**src/rtl/spi_pkg.sv**
```systemverilog
// package for the smoothstep pose interpolator
// shared constants and types; no dependencies
`timescale 1ns / 1ps
`default_nettype none
package spi_pkg;
   localparam int CmdChannels  = 9;
   localparam int PoseChannels = 6;
   localparam int ValueWidth   = 32;
   localparam int StepWidth    = 16;
   localparam int RatioWidth   = 17;
   localparam logic [StepWidth-1:0] StepCountReset = 16'd300;
   localparam logic [RatioWidth-1:0] RatioOne = 17'h10000;

   localparam logic [1:0] CMD_POSE   = 2'd0;
   localparam logic [1:0] CMD_TARGET = 2'd1;
   localparam logic [1:0] CMD_TICK   = 2'd2;

   typedef logic signed [ValueWidth-1:0] value_type;
   typedef value_type [CmdChannels-1:0] vec_type;

   typedef enum logic [4:0] {
      ST_IDLE  = 5'b00001,
      ST_DIV   = 5'b00010,
      ST_SQ    = 5'b00100,
      ST_CUBE  = 5'b01000,
      ST_BLEND = 5'b10000
   } state_type;

   typedef struct packed {
      logic                  go;
      logic                  last;
      logic [RatioWidth-1:0] ratio;
   } lane_ctl_type;
endpackage
`default_nettype wire

```
**src/rtl/spi_div.sv**
```systemverilog
// bit-serial divider: floor((step << 16) / count), 17-bit quotient
// depends on spi_pkg
`timescale 1ns / 1ps
`default_nettype none
module spi_div (
   input  wire                               clock,
   input  wire                               reset,
   input  wire                               start,
   input  wire [spi_pkg::StepWidth-1:0]      step,
   input  wire [spi_pkg::StepWidth-1:0]      count,
   output logic                              done,
   output logic [spi_pkg::RatioWidth-1:0]    quot
);
   localparam int NumWidth = spi_pkg::StepWidth + 16;
   logic [NumWidth-1:0] num_ff, num_in;
   logic [spi_pkg::StepWidth:0] rem_ff, rem_in, trial;
   logic [spi_pkg::RatioWidth-1:0] q_ff, q_in;
   logic [5:0] cnt_ff, cnt_in;
   logic busy_ff, busy_in, done_ff, done_in;

   always_comb begin
      num_in = num_ff; rem_in = rem_ff; q_in = q_ff;
      cnt_in = cnt_ff; busy_in = busy_ff; done_in = 1'b0;
      trial  = {rem_ff[spi_pkg::StepWidth-1:0], num_ff[NumWidth-1]};
      if (start) begin
         num_in  = {step, 16'd0};
         rem_in  = '0;
         q_in    = '0;
         cnt_in  = 6'(NumWidth);
         busy_in = 1'b1;
      end else if (busy_ff) begin
         num_in = {num_ff[NumWidth-2:0], 1'b0};
         if (trial >= {1'b0, count}) begin
            rem_in = trial - {1'b0, count};
            q_in   = {q_ff[spi_pkg::RatioWidth-2:0], 1'b1};
         end else begin
            rem_in = trial;
            q_in   = {q_ff[spi_pkg::RatioWidth-2:0], 1'b0};
         end
         cnt_in = cnt_ff - 6'd1;
         if (cnt_ff == 6'd1) begin
            busy_in = 1'b0;
            done_in = 1'b1;
         end
      end
   end

   always_ff @(posedge clock) begin
      if (reset) begin
         busy_ff <= 1'b0;
         done_ff <= 1'b0;
         cnt_ff  <= '0;
      end else begin
         busy_ff <= busy_in;
         done_ff <= done_in;
         cnt_ff  <= cnt_in;
      end
      num_ff <= num_in;
      rem_ff <= rem_in;
      q_ff   <= q_in;
   end
   assign done = done_ff;
   assign quot = q_ff;
endmodule
`default_nettype wire

```
**config.mk**
```make
export PLATFORM = sky130hd
export DESIGN_NAME = spi_div
export DESIGN_NICKNAME = d
export VERILOG_FILES = /design/src/rtl/spi_pkg.sv /design/src/rtl/spi_div.sv
export SDC_FILE = /design/constraint.sdc
export NUM_CORES = 1
export LEC_CHECK = 0
export BUFFER_PORTS_ARGS = -buffer_cell sky130_fd_sc_hd__buf_2
export CORE_MARGIN = 2
export CORE_UTILIZATION = 55
export CTS_CLUSTER_SIZE = 40
export DETAILED_ROUTE_END_ITERATION = 6
export GPL_TIMING_DRIVEN = 0
export PLACE_DENSITY = 0.78
export SLEW_MARGIN = 20
export SYNTH_ARGS = -nofsm -noshare
export SYNTH_HDL_FRONTEND = slang
export SYNTH_SLANG_ARGS = --single-unit
```
**constraint.sdc**
```tcl
create_clock -name clock -period 5.7 [get_ports clock]
set_input_delay 0.285 -clock clock [delete_from_list [all_inputs] [get_ports clock]]
set_output_delay 0.285 -clock clock [all_outputs]
set_load 0.1 [all_outputs]
```
==> impl_results.md <==
- Status: completed
- Placement Cell Area: 3590 sq um
- Layout Skew: 8.93 ps
- Worst skew pair latency: 330 ps
- Cell Area, Synth: 3240 sq um
- DRC errors left: 0
- Die area: 6510 sq um
- Ys Warns: 0
- Routed Antenna Nets: 0
- Hold-fix buffers, CTS: 0
- Reg clk slew, reported paths: 60 ps
- First-pass GRT wire length: 11.6 mm
- Vias: 2,757
- Yosys reg bits: 57
- Crit path launch type: flop
- Die Ht: 80.7 um
- Post-CTS sizing: 0
- Setup TNS: 0 ps
- Share of post-route cells with drive strength above 1: 23.8%
- Cells after synthesis: 352
- Core Box Area: 5610 sq um
- CTS tree: built
- Buffers on Ports: 52
- Fin. max-slew vios: 0
- Die width: 80.7 um
- Slowest-stage cell, CP: o21ai_1
- Iteration-0 DRC Markers: 142
- Most used flip-flop cell after synthesis: dfxtp_1
- Syn nets: 406
- Area growth syn-to-layout: 17.6%
- CP bufs+invs: 2
- Largest net degree at the start of global routing: 17
- Initial core utilization: 57.7%
- Synth area leaders: dfxtp_1 (25%), edfxtp_1 (15%), ha_1 (7.0%)
- Pre-antenna DRT Iters: 4
- Worst Path Arrival: 2730 ps
- Antenna violations before repair: 0
- Min cycle time layout: 2510 ps
- EDFF count, synth: 16
- Postcts setup bufs: 0
- Synth async-reset ratio: 0%
- Hold worst-path end: cnt_ff[5]
- Hpwl dp: 5.12 mm
- Total power: 1.02 mW
- Routability cong.: 0.872
- Dominant cell type by area after synthesis: dfxtp_1
- Reg area: 1300 sq um
- Final hold slack: 137 ps
- Fill count: 488
- Global route overflow: 0
- Launch point of the worst reg-to-reg path: rem_ff[7]
- Unrepaired setup endpoints after global routing: no
- Worst Path Max Fanout: 10
- Fin area: 3800 sq um
- H-Tree Depth: 3
- CTS max path bufs: 2
- Slew @ Worst Pin: 724 ps
- Vias in the first global route: 2,572
- CP Data Required Time: 5920 ps
- Slowest stage delay, CP: 410 ps
- Rel. slew slack: 51.5%
- Vias per cell: 5.60
- Root buf cell: clkbuf_8
- Hold Path Cell Cnt: 2
- Total global-route track usage: 23.3%
- CP cell instances: ha_1 > buf_2 > nand2_1 > o21ai_1 > a211oi_1 > o21ai_1 > buf_4 > nand2_1 > a311oi_1
- IO Count: 53
- Delay-heaviest family, CP: compound AO/OA/AOI/OAI gates
- WL/cell: 14.5 um
- Final wirelength: 7.12 mm
- Post-synth top area share: 25.4%
- Worst r2r dst: rem_ff[7]
- Max VDD drop: 0.213 mV
- # diodes: 0
- Worst setup path category: reg2reg
- Leak: 1.69 nW
- Footprint of the multi-input gates: 1770 sq um
- Maxcap violations: 0
- Final hold violations: 0
- Peak Freq: 399 MHz
- HP Start: reset
- Synth cell count leaders: nor2_1 (49), dfxtp_1 (41), nand2_1 (30), inv_1 (22), mux2i_1 (19)
- Synth unique cells: 55
- Mean Syn Cell Area: 9.19 sq um
- CTS buffer count: 9
- Hold Path Class: in2reg
- Pwr dens: 267 nW/um^2
- R2R depth: 9
- Final period util: 44.0%
- Most common cell in the netlist: nor2_1
- Sequential share of the synthesized area: 40.2%
- Worst Setup End Kind: flop
- Setup Viol. Count Final: 0
- Final #Nets: 469
- R2R Setup Slk: 3190 ps
- Clk sinks: 57
- Standard-cell row count: 27
area by class of cell:
cell class                 instances  share of cell area [%]
multi-input combinational        257                    46.6
sequential                        57                    34.2
timing repair buffer              52                    6.84
clock buffer                      14                    4.80
tap                               72                    2.37
inverter                          22                    2.17
buffer                            16                    2.07
clock inverter                     2                   0.921
routing by layer:
| layer | vias up | wire [um] | GRT usage, % |
|---|---|---|---|
| li1 | 1384 | - | - |
| met5 | - | 0 | 0 |
| met3 | 6 | 517 | 7.64 |
| met1 | 1265 | 3240 | 29.6 |
| met2 | 102 | 3300 | 37.8 |
| met4 | 0 | 61 | 7.63 |
per-stage QoR:
stage	setup slack [ps]	cells	util [%]
final	3190	492	67.8
after global routing	3000	492	67.8
after CTS	3210	492	67.8
after detailed placement	3260	476	63.9
after global placement	3270	476	63.9
after floorplan	3610	352	-
how the worst max path moves through the flow:
stage          startpoint  slack (ps)  depth (start not counted)        end
3_5_place_dp    count[12]        3260                         10  rem_ff[0]
5_1_grt         rem_ff[7]        3000                          9  rem_ff[7]
4_1_cts         rem_ff[7]        3210                          9  rem_ff[7]
6_report        rem_ff[7]        3190                          9  rem_ff[7]
3_3_place_gp     count[8]        3270                         10  rem_ff[0]
2_1_floorplan   count[12]        3610                          9  rem_ff[0]
cells by family after synthesis:
| kind of cell | share of synthesized area, % |
|---|---|
| compound gates | 16.9 |
| xor+xnor | 3.25 |
| fa+ha+maj | 7.58 |
| buf+inv | 4.99 |
| flops | 40.2 |
| mux | 11.4 |
| simple gates | 15.7 |
state kept, by name (all words and copies together), names as in the netlist:
register / cells
cnt_ff: 6
done: 1
busy_ff: 1
rem_ff: 16
num_ff: 16
quot: 17
cells in the final DEF, fill, tap and decap left out, types with 2 or more instances in the layout:
cell type  count
buf_2         55
nor2_1        49
dfxtp_1       41
nand2_1       30
inv_1         22
mux2i_1       19
ha_1          18
mux2_2        16
edfxtp_1      16
clkbuf_8      13
o21ai_0       12
a21oi_1       11
nand3_1       10
nor3_1        10
clkbuf_1       9
xnor2_1        6
xor2_1         6
a32oi_1        5
a311oi_1       5
buf_4          4
a211oi_1       4
nand2b_1       4
o21a_1         4
a31oi_1        4
a21oi_2        3
o21ai_1        3
a21o_1         3
o311ai_0       3
o21bai_1       2
or2_2          2
nor2b_1        2
o31a_1         2
or3_1          2
report_power, final:
group          total (mW)  switching (mW)  internal [mW]
registers           0.450          0.0101          0.440
logic               0.163          0.0933         0.0698
clock network       0.402           0.153          0.249
Note: power is estimated with default switching activity, not from simulation.
