File: src/rtl/spi_pkg.sv
// package for the smoothstep pose interpolator
// shared constants and types; no dependencies
`timescale 1ns / 1ps
`default_nettype none
package spi_pkg;
   localparam int CmdChannels  = 9;
   localparam int PoseChannels = 6;
   localparam int ValueWidth   = 32;
   localparam int StepWidth    = 16;
   localparam int RatioWidth   = 17;
   localparam logic [StepWidth-1:0] StepCountReset = 16'd300;
   localparam logic [RatioWidth-1:0] RatioOne = 17'h10000;

   localparam logic [1:0] CMD_POSE   = 2'd0;
   localparam logic [1:0] CMD_TARGET = 2'd1;
   localparam logic [1:0] CMD_TICK   = 2'd2;

   typedef logic signed [ValueWidth-1:0] value_type;
   typedef value_type [CmdChannels-1:0] vec_type;

   typedef enum logic [4:0] {
      ST_IDLE  = 5'b00001,
      ST_DIV   = 5'b00010,
      ST_SQ    = 5'b00100,
      ST_CUBE  = 5'b01000,
      ST_BLEND = 5'b10000
   } state_type;

   typedef struct packed {
      logic                  go;
      logic                  last;
      logic [RatioWidth-1:0] ratio;
   } lane_ctl_type;
endpackage
`default_nettype wire

File: src/rtl/spi_lane.sv
// one channel lane: start + trunc((target - start) * s)
// depends on spi_pkg
`timescale 1ns / 1ps
`default_nettype none
module spi_lane (
   input  wire                        clock,
   input  wire spi_pkg::lane_ctl_type ctl,
   input  wire spi_pkg::value_type    start,
   input  wire spi_pkg::value_type    target,
   output spi_pkg::value_type         result
);
   logic signed [32:0] diff;
   logic        [32:0] mag;
   logic        [49:0] prod;
   logic        [32:0] part;
   spi_pkg::value_type result_ff, result_in;

   always_comb begin
      diff = 33'(signed'(target)) - 33'(signed'(start));
      mag  = diff[32] ? 33'(-diff) : diff;
      prod = 50'(mag) * 50'(ctl.ratio);
      part = prod[48:16];
      if (ctl.last) begin
         result_in = target;
      end else if (diff[32]) begin
         result_in = spi_pkg::value_type'(33'(signed'(start)) - signed'(part));
      end else begin
         result_in = spi_pkg::value_type'(33'(signed'(start)) + signed'(part));
      end
   end

   always_ff @(posedge clock) begin
      if (ctl.go) begin
         result_ff <= result_in;
      end
   end
   assign result = result_ff;
endmodule
`default_nettype wire

File: config.mk
export PLATFORM = sky130hd
export DESIGN_NAME = spi_lane
export DESIGN_NICKNAME = d
export VERILOG_FILES = /design/src/rtl/spi_pkg.sv /design/src/rtl/spi_lane.sv
export SDC_FILE = /design/constraint.sdc
export NUM_CORES = 1
export LEC_CHECK = 0
export BUFFER_PORTS_ARGS = -buffer_cell sky130_fd_sc_hd__buf_2
export CAP_MARGIN = 10
export CORE_ASPECT_RATIO = 0.8
export CORE_MARGIN = 1
export CORE_UTILIZATION = 55
export DETAILED_ROUTE_END_ITERATION = 6
export PLACE_DENSITY = 0.73
export SETUP_SLACK_MARGIN = 0.3
export SYNTH_ARGS = -nofsm -noshare
export SYNTH_HDL_FRONTEND = slang
export SYNTH_SLANG_ARGS = --single-unit
File: constraint.sdc
create_clock -name clock -period 14.4 [get_ports clock]
set_input_delay 0.72 -clock clock [delete_from_list [all_inputs] [get_ports clock]]
set_output_delay 0.72 -clock clock [all_outputs]
set_load 0.005 [all_outputs]
==> results of run 1 <==
per-layer routing:
layer  vias to the layer above  wire length [um]  track usage [%]
met4                         0              1450             5.83
met5                         -                 0                0
met2                       802             29700             48.5
met1                      9815             28600             43.7
li1                       8912                 -                -
met3                       100              4760             3.90
kinds of logic (layout without fill, tap and decap cells):
kind of cell,count (synthesis),after routing,synth area share [%]
AOI/OAI and AO/OA,376,376,10.5
buffers and inverters,717,776,11.5
adders and majority gates,639,639,48.7
xor gates and xnor gates,137,137,5.16
muxes,9,9,0.399
DFF,32,32,4.08
and+or+nand+nor,931,931,19.7
layout make-up:
cell class | instances | area [um^2] | share of cell area (%)
multi-input cells | 2092 | 20000 | 79.7
inverters | 601 | 2260 | 8.98
repair buffers | 167 | 1070 | 4.24
flip-flops and latches | 32 | 961 | 3.82
well taps | 552 | 691 | 2.75
clock buffers | 5 | 125 | 0.498
clock inverters | 3 | 13.8 | 0.0548
worst max-delay path: cells and delay by family:
family / cells / cell delay (ns)
AOI/OAI and AO/OA: 17 / 4.39
adders and majority gates: 10 / 3.83
and+or+nand+nor: 12 / 3.21
xor gates and xnor gates: 4 / 0.80
buffers and inverters: 6 / 0.50
Yosys cell counts (33+ instances only):
master,n,area [um^2]
inv_1,601,2260
fa_1,463,9270
nand2_1,414,1550
and2_1,220,1380
ha_1,176,2200
a21oi_1,111,556
clkbuf_1,107,402
nor2_1,79,297
o21ai_0,79,395
xnor2_1,75,657
xor2_1,61,534
nor2b_1,35,219
a21o_1,33,248
how the worst min path moves through the flow:
stage / start / end / slack [ns] / cells after the start
finish: target[4] / result[4] / 0.74 / 3
global route: target[17] / result[17] / 0.73 / 3
CTS: target[17] / result[17] / 0.73 / 3
detailed placement: target[4] / result[4] / 1.03 / 3
global placement: target[27] / result[27] / 1.02 / 3
floorplan: ctl[18] / result[0] / 0.83 / 0
metrics by stage:
stage / worst slack, ns / cell area (um^2) / std cells / utilization, % / hold WS, ns
final: 0.921 / 25100 / 3452 / 59.8 / 0.735
after global routing: 0.276 / 25100 / 3452 / 59.8 / 0.733
after CTS: 0.400 / 25000 / 3451 / 59.5 / 0.727
after detailed placement: 0.129 / 24800 / 3443 / 59.1 / 1.03
after global placement: 0.337 / 24800 / 3443 / 59.1 / 1.02
after floorplan: 1.72 / 23500 / 2841 / - / 0.832
timing repair:
item / 4_1_cts / 5_1_grt
gates resized for setup: 0 / 25
endpoints found under the setup margin: 0 / 7
setup buffers: 0 / 1
hold buffers: 0 / 0
==> results.txt, run 1 <==
----------------------------------------------------
[Yosys]
  Count of unique library cells instantiated by Yosys ... 85
  Flip-flop and latch count after synthesis ... 32
  Gate Count Post-Synth ... approximately 2.8k
  Netlist area before placement ... about 24,000 um^2
  Fraction of the yosys area taken by sequential cells ... under 10%
  Post-synth net total ... 3,564
  Number of flops mapped to enable cells by yosys ... 32
  Prevailing post-synth register cell ... edfxtp_1
  Synth Warn # ... 0
  FFs w/ async S/R, synth ... 0%
  Post-Synthesis Mean Instance Area ... 8.28 um^2

[Outcome]
  Run status ... complete, no violations

[Clocking]
  Total clock sinks ... 32
  CTS Buf Count ... 5
  Number of levels the H-tree was split into ... 2
  TritonCTS clock tree ... built
  Clock-pin slew on the worst setup and hold paths ... roughly 0.060 ns
  Largest buffer count on any clock path ... 2
  Clk Tree Root Cell ... clkbuf_16

[Timing]
  Max Fclk ... between 70 and 80 MHz
  Final Critical Period ... ~13 ns
  Setup repair after global routing missed its margin ... false
  Worst Tran Pin Value ... 0.921 ns
  Fraction of the cycle the final worst path needs ... 93.6%
  Number of hold-slack violations in the final timing report ... 0
  Total negative slack ... 0 ns
  Worst rel slew slack ... between 30% and 40%
  Number of max-slew violations in the final report ... 0
  Final setup violation count ... 0

[Die]
  Initial standard-cell utilization of the core ... a little under three fifths
  Number of standard-cell rows in the floorplan ... between 60 and 70
  Die area ... 43,600 um^2
  Standard cell core area ... roughly 42,000 um^2
  Number of top-level design ports ... around 120
  Die span in x ... approximately 230 um
  Die Y ... about 190 um

[GRT]
  Wire length of the first global-routing pass ... 105,000 um
  Largest net degree at the start of global routing ... 61
  Number of antenna violations at the first check in global routing ... 0
  GRT Total Usage ... between 30% and 40%
  Via count of the first global-routing pass ... about 20k
  Global route total overflow ... 0

[Cells and area]
  Fraction of final layout cells sized beyond drive strength 1 ... ~7.6%
  Number of fill cells in the layout ... between 3k and 4k
  Max reg flops ... 32
  Total inserted antenna cells ... 0
  Leading cell types in the layout, fill and taps excluded ... inv_1 (601), fa_1 (463), nand2_1 (414), and2_1 (220), ha_1 (176)
  Growth of design area from synthesis to finish ... 6.74%
  Layout net count ... between 3k and 4k
  Most common cell after layout, fill and taps aside ... inv_1

[Setup path]
  Startpoint kind of the worst setup timing path ... input port
  Longest individual stage delay on the worst path ... between 0.6 and 0.7 ns
  Crit-path slowest cell ... nor3_1
  Crit path arrival time ... 13.49 ns
  Path type of the worst setup path ... in2reg
  Data required time of the critical path ... about 14 ns
  Element type at the critical path end ... flip-flop
  Critical Path Source ... target[0]
  Cell with the most instances on the worst path ... fa_1
  CP Capture Point ... result[31]
  Highest net fanout along the worst path ... 35

[Detailed routing]
  DRC violation total after the first TritonRoute iteration ... roughly 1.7k
  DRC violation count after routing ... 0
  Wire length reported by the detailed router ... roughly 65,000 um
  Via density per instance ... between 5 and 6
  Vias after detailed routing ... about 20k
  Antenna-violating nets left ... 0
  Routed WL per cell ... around 19 um
  First drt pass iteration count ... 5

[Placement]
  Routability cong. ... ~0.96
  Detailed Place HPWL ... about 53,000 um
  Number of input and output port buffers inserted ... between 100 and 150

[Run]
  MaxCap Viol Count ... 0

[Min path]
  Classification of the worst-slack hold path ... in2reg

----------------------------------------------------
Power of run 1 is left out: the tool's default activity adds up to more than one toggle a clock period on the data nets, which glitch-free logic cannot reach.
==> run 2: changes to the inputs <==
--- a/config.mk
+++ b/config.mk
@@ -12,6 +12,7 @@
 export CORE_UTILIZATION = 55
 export DETAILED_ROUTE_END_ITERATION = 6
 export PLACE_DENSITY = 0.73
+export RECOVER_POWER = 50
 export SETUP_SLACK_MARGIN = 0.3
 export SYNTH_ARGS = -nofsm -noshare
 export SYNTH_HDL_FRONTEND = slang
==> run 2 against run 1 <==
- the run now ends with capacitance limit, slew limit left
- wire length rose by 0.18%
- hold slack better by 0.0012 ns
- global-route usage is the same
- fmax hardly changed
- first-iteration DRC count fell by 6.7%
- via count shrank 0.29%
- final area hardly changed
- sequential share of layout area hardly changed
- cell count unchanged
- die area unchanged
- core utilization is essentially flat
- count of clock-buffer cells in the layout unchanged
- critical endpoint unchanged
==> results.txt, run 2 (synthesized netlist as in run 1, its figures left out) <==
----------------------------------------------------
[Outcome]
  Run status ... finished, violations left
  Violations in the final reports ... capacitance limit, slew limit

[Timing]
  Max Fclk ... 74.2 MHz
  Final Critical Period ... between 10 and 15 ns
  Worst Tran Pin Value ... about 2.0 ns
  Final setup violation count ... 0
  Worst rel slew slack ... -34.0%
  Number of max-slew violations in the final report ... 33
  Setup repair after global routing missed its margin ... false
  Number of hold-slack violations in the final timing report ... 0
  Fraction of the cycle the final worst path needs ... between 90% and 100%
  Total negative slack ... 0 ns
  Worst Slack Setup Final ... just over 0.9 ns

[Setup path]
  Startpoint kind of the worst setup timing path ... input port
  Path type of the worst setup path ... in2reg
  Element type at the critical path end ... flip-flop
  Crit path arrival time ... 13.50 ns
  Longest individual stage delay on the worst path ... ~0.59 ns
  Data required time of the critical path ... between 10 and 15 ns
  Highest net fanout along the worst path ... 11
  Crit-path slowest cell ... a2111o_1

[Cells and area]
  Max reg flops ... 32
  Leading cell types in the layout, fill and taps excluded ... inv_1 (601), fa_1 (463), nand2_1 (414), and2_1 (220), ha_1 (176)
  Final design area excluding fillers ... about 25,000 um^2
  Fraction of final layout cells sized beyond drive strength 1 ... 7.41%
  Most common cell after layout, fill and taps aside ... inv_1
  Final std cells w/o fill ... roughly 3.5k
  Growth of design area from synthesis to finish ... 6.71%
  Total inserted antenna cells ... 0
  Layout net count ... around 3.6k

[GRT]
  Wire length of the first global-routing pass ... 105,000 um
  Largest net degree at the start of global routing ... 61
  Via count of the first global-routing pass ... 20.0k
  Global route total overflow ... 0
  GRT Total Usage ... a little under a third
  Number of antenna violations at the first check in global routing ... 0

[Min path]
  Classification of the worst-slack hold path ... in2reg
  Hold Path Depth ... 3

[Die]
  Die Y ... about 190 um
  Initial standard-cell utilization of the core ... 56.0%
  Number of top-level design ports ... 116
  Die area ... 43,600 um^2
  Standard cell core area ... ~42,000 um^2
  Die span in x ... approximately 230 um
  Number of standard-cell rows in the floorplan ... 67

[Clocking]
  Clk Tree Root Cell ... clkbuf_16
  Clock-pin slew on the worst setup and hold paths ... roughly 0.060 ns
  TritonCTS clock tree ... built
  Number of levels the H-tree was split into ... 2
  Total clock sinks ... 32
  CTS Buf Count ... 5
  Largest buffer count on any clock path ... 2
  Hold bufs inserted after CTS ... 0

[Placement]
  Instance count after placement with tap cells included ... 3,443
  Detailed Place HPWL ... 52,500 um
  Number of input and output port buffers inserted ... about 120
  Worst slack at placement ... 0.129 ns
  Post-Place Cell Area ... around 25,000 um^2
  Routability cong. ... a little under 1

[Detailed routing]
  Antenna-violating nets left ... 0
  DRC violation total after the first TritonRoute iteration ... between 1.5k and 2k
  Vias after detailed routing ... ~20k
  Routed met2 length ... ~30,000 um
  Wire length reported by the detailed router ... 64,700 um
  Routed WL per cell ... about 19 um
  Wire length on met1 ... about 29,000 um
  Via density per instance ... between 5 and 6
  First drt pass iteration count ... 7
  Top Layer Used ... met4
  Detailed-routed wire length on met3 ... 4840 um
  DRC violation count after routing ... 0

[Run]
  MaxCap Viol Count ... 1

----------------------------------------------------
==> run 2: cell count changes in the layout (fill, tap and decap cells not counted), sizes merged <==
| cell | change |
|---|---|
| buf | -6 |
| clkbuf | +6 |
==> run 2: final timing paths <==
kind	from	end	slack [ns]
hold / removal	target[22]	result[22]	0.74
setup / recovery	target[0]	result[31]	0.91
==> run 2: critical path, delay by kind of cell <==
family	cells	cell delay (ns)
buffers and inverters	6	0.58
XOR/XNOR	5	1.18
adder cells (fa/ha/maj)	10	3.62
AND/OR/NAND/NOR	11	2.51
AO/OA/AOI/OAI	19	4.85
==> run 2: stage by stage <==
step                util (%)  hold WS, ns
detailed placement      59.1         1.03
global route            59.8        0.733
floorplan                  -        0.832
CTS                     59.5        0.727
finish                  59.8        0.737
global placement        59.1         1.02
==> run 2: cell type report <==
class                   instances  area, um^2
repair buffers                167        1060
clock inverters                 3        13.8
clock buffers                   5         125
fillers                      3725       16900
multi-input cells            2092       20000
inverters                     601        2260
well taps                     552         691
flip-flops and latches         32         961
==> run 2: what timing repair did <==
item | in CTS | in global routing
setup endpoints to repair | 0 | 7
resized for setup | 0 | 25
buffers inserted | 0 | 1
hold endpoints to repair | 0 | 0
==> run 2: metal layers <==
layer	track usage, %	vias up
li1	-	8906
met1	43.7	9798
met2	48.5	773
met3	3.90	96
met4	5.83	0
met5	0	-
Power of run 2 is left out for the same reason.
==> run 3: changes to the inputs <==
--- a/config.mk
+++ b/config.mk
@@ -11,6 +11,7 @@
 export CORE_MARGIN = 1
 export CORE_UTILIZATION = 55
 export DETAILED_ROUTE_END_ITERATION = 6
+export MAX_ROUTING_LAYER = met4
 export PLACE_DENSITY = 0.73
 export RECOVER_POWER = 50
 export SETUP_SLACK_MARGIN = 0.3
==> run 3 against run 2 <==
- sequential share of layout area about the same
- the flow still finishes with violations (capacitance limit, slew limit)
- critical path depth is the same
- fmax is 0.28% lower
- flip-flop and latch count stayed put
- first-iteration DRC count decreased by 7.2%
- final area is 0.14% higher
==> results.txt, run 3 (synthesized netlist as in run 1, its figures left out) <==
----------------------------------------------------
[Clocking]
  Hold bufs inserted after CTS ... 0
  Largest buffer count on any clock path ... 2
  Number of levels the H-tree was split into ... 2
  Clk Tree Root Cell ... clkbuf_16
  TritonCTS clock tree ... built
  Total clock sinks ... 32
  Clock-pin slew on the worst setup and hold paths ... 0.06 ns
  CTS Buf Count ... 5

[Outcome]
  Violations in the final reports ... capacitance limit, slew limit
  Run status ... finished, violations left

[Die]
  Number of standard-cell rows in the floorplan ... 67
  Number of top-level design ports ... 116
  Initial standard-cell utilization of the core ... between 50% and 60%
  Standard cell core area ... between 40,000 and 50,000 um^2
  Die span in x ... 233 um
  Die area ... ~44,000 um^2
  Die Y ... between 150 and 200 um

[Detailed routing]
  Vias after detailed routing ... 19.7k
  Routed WL per cell ... roughly 19 um
  DRC violation total after the first TritonRoute iteration ... about 1.5k
  Antenna-violating nets left ... 0
  Via density per instance ... 5.68
  Wire length reported by the detailed router ... about 65,000 um
  First drt pass iteration count ... 6
  DRC violation count after routing ... 0

[Timing]
  Worst rel slew slack ... -28.2%
  Max Fclk ... 73.9 MHz
  Final Critical Period ... 13.52 ns
  Number of hold-slack violations in the final timing report ... 0
  Smallest hold slack ... between 0.7 and 0.8 ns
  Number of max-slew violations in the final report ... 33
  Fraction of the cycle the final worst path needs ... between 90% and 100%
  Worst Tran Pin Value ... 1.92 ns
  Setup repair after global routing missed its margin ... false
  Total negative slack ... 0 ns
  Final setup violation count ... 0

[Placement]
  Routability cong. ... about 0.94
  Number of input and output port buffers inserted ... roughly 120
  Detailed Place HPWL ... 52,900 um

[Setup path]
  Highest net fanout along the worst path ... 35
  Startpoint kind of the worst setup timing path ... input port
  Crit-path slowest cell ... fa_1
  Crit path arrival time ... between 10 and 15 ns
  Critical Path Source ... target[0]
  Longest individual stage delay on the worst path ... 0.60 ns
  Element type at the critical path end ... flip-flop
  Path type of the worst setup path ... in2reg
  Cell with the most instances on the worst path ... fa_1
  Data required time of the critical path ... around 14 ns

[Cells and area]
  Growth of design area from synthesis to finish ... 6.86%
  Most common cell after layout, fill and taps aside ... inv_1
  Number of fill cells in the layout ... between 3k and 4k
  Layout net count ... approximately 3.6k
  Final core utilization ... between 50% and 60%
  Total inserted antenna cells ... 0
  Fraction of final layout cells sized beyond drive strength 1 ... 7.84%
  Leading cell types in the layout, fill and taps excluded ... inv_1 (601), fa_1 (463), nand2_1 (414), and2_1 (220), ha_1 (176)
  Max reg flops ... 32

[GRT]
  Wire length of the first global-routing pass ... 106,000 um
  Via count of the first global-routing pass ... roughly 20k
  Number of antenna violations at the first check in global routing ... 0
  Largest net degree at the start of global routing ... between 60 and 70
  GRT Total Usage ... 31.6%
  Global route total overflow ... 0

[Min path]
  Hold Path Origin ... target[27]
  Classification of the worst-slack hold path ... in2reg

[Run]
  MaxCap Viol Count ... 1

----------------------------------------------------
## run 3: changes by cell type in the layout (fill, tap and decap cells not counted), moves of 2 or more
cell	change
o21ai_0	+2
nor3_2	-2
buf_4	+14
o21ai_1	-2
buf_12	-6
## run 3: path summary, 6_finish.rpt
path          to  cells after the start  slack (ns)
min   result[27]                      3        0.73
max   result[31]                     51        0.88
## run 3: metrics by stage
step	instance area, um^2	setup slack, ns	instances
floorplan	23500	1.72	2841
global placement	24800	0.167	3449
detailed placement	24800	0.0927	3449
CTS	25000	0.326	3457
global route	25200	0.211	3460
finish	25200	0.876	3460
## run 3: routing by layer
metal	global-route usage (%)	wire, um
met1	44.3	29200
met2	49.9	30600
met3	4.02	4400
met4	4.90	1060
met5	-	0
## run 3: worst max-delay path, delay by kind of cell
kind            cells  cell delay, ns
buf+inv             7            0.93
fa+ha+maj          10            4.39
simple gates       11            2.42
compound gates     19            4.35
xor+xnor            4            0.65
## run 3: what timing repair did
| item | CTS | global route |
|---|---|---|
| setup endpoints to repair | 0 | 8 |
| resized for setup | 0 | 28 |
| setup buffers | 0 | 3 |
| hold endpoints to repair | 0 | 0 |
## run 3: cell type report
type	count	area [um^2]	area share (%)
clock inverters	2	35.0	0.139
multi-input cells	2092	20000	79.7
inverters	601	2260	8.97
well taps	552	691	2.75
clock buffers	6	129	0.512
repair buffers	175	1040	4.15
flip-flops and latches	32	961	3.82
Power of run 3 is left out for the same reason.
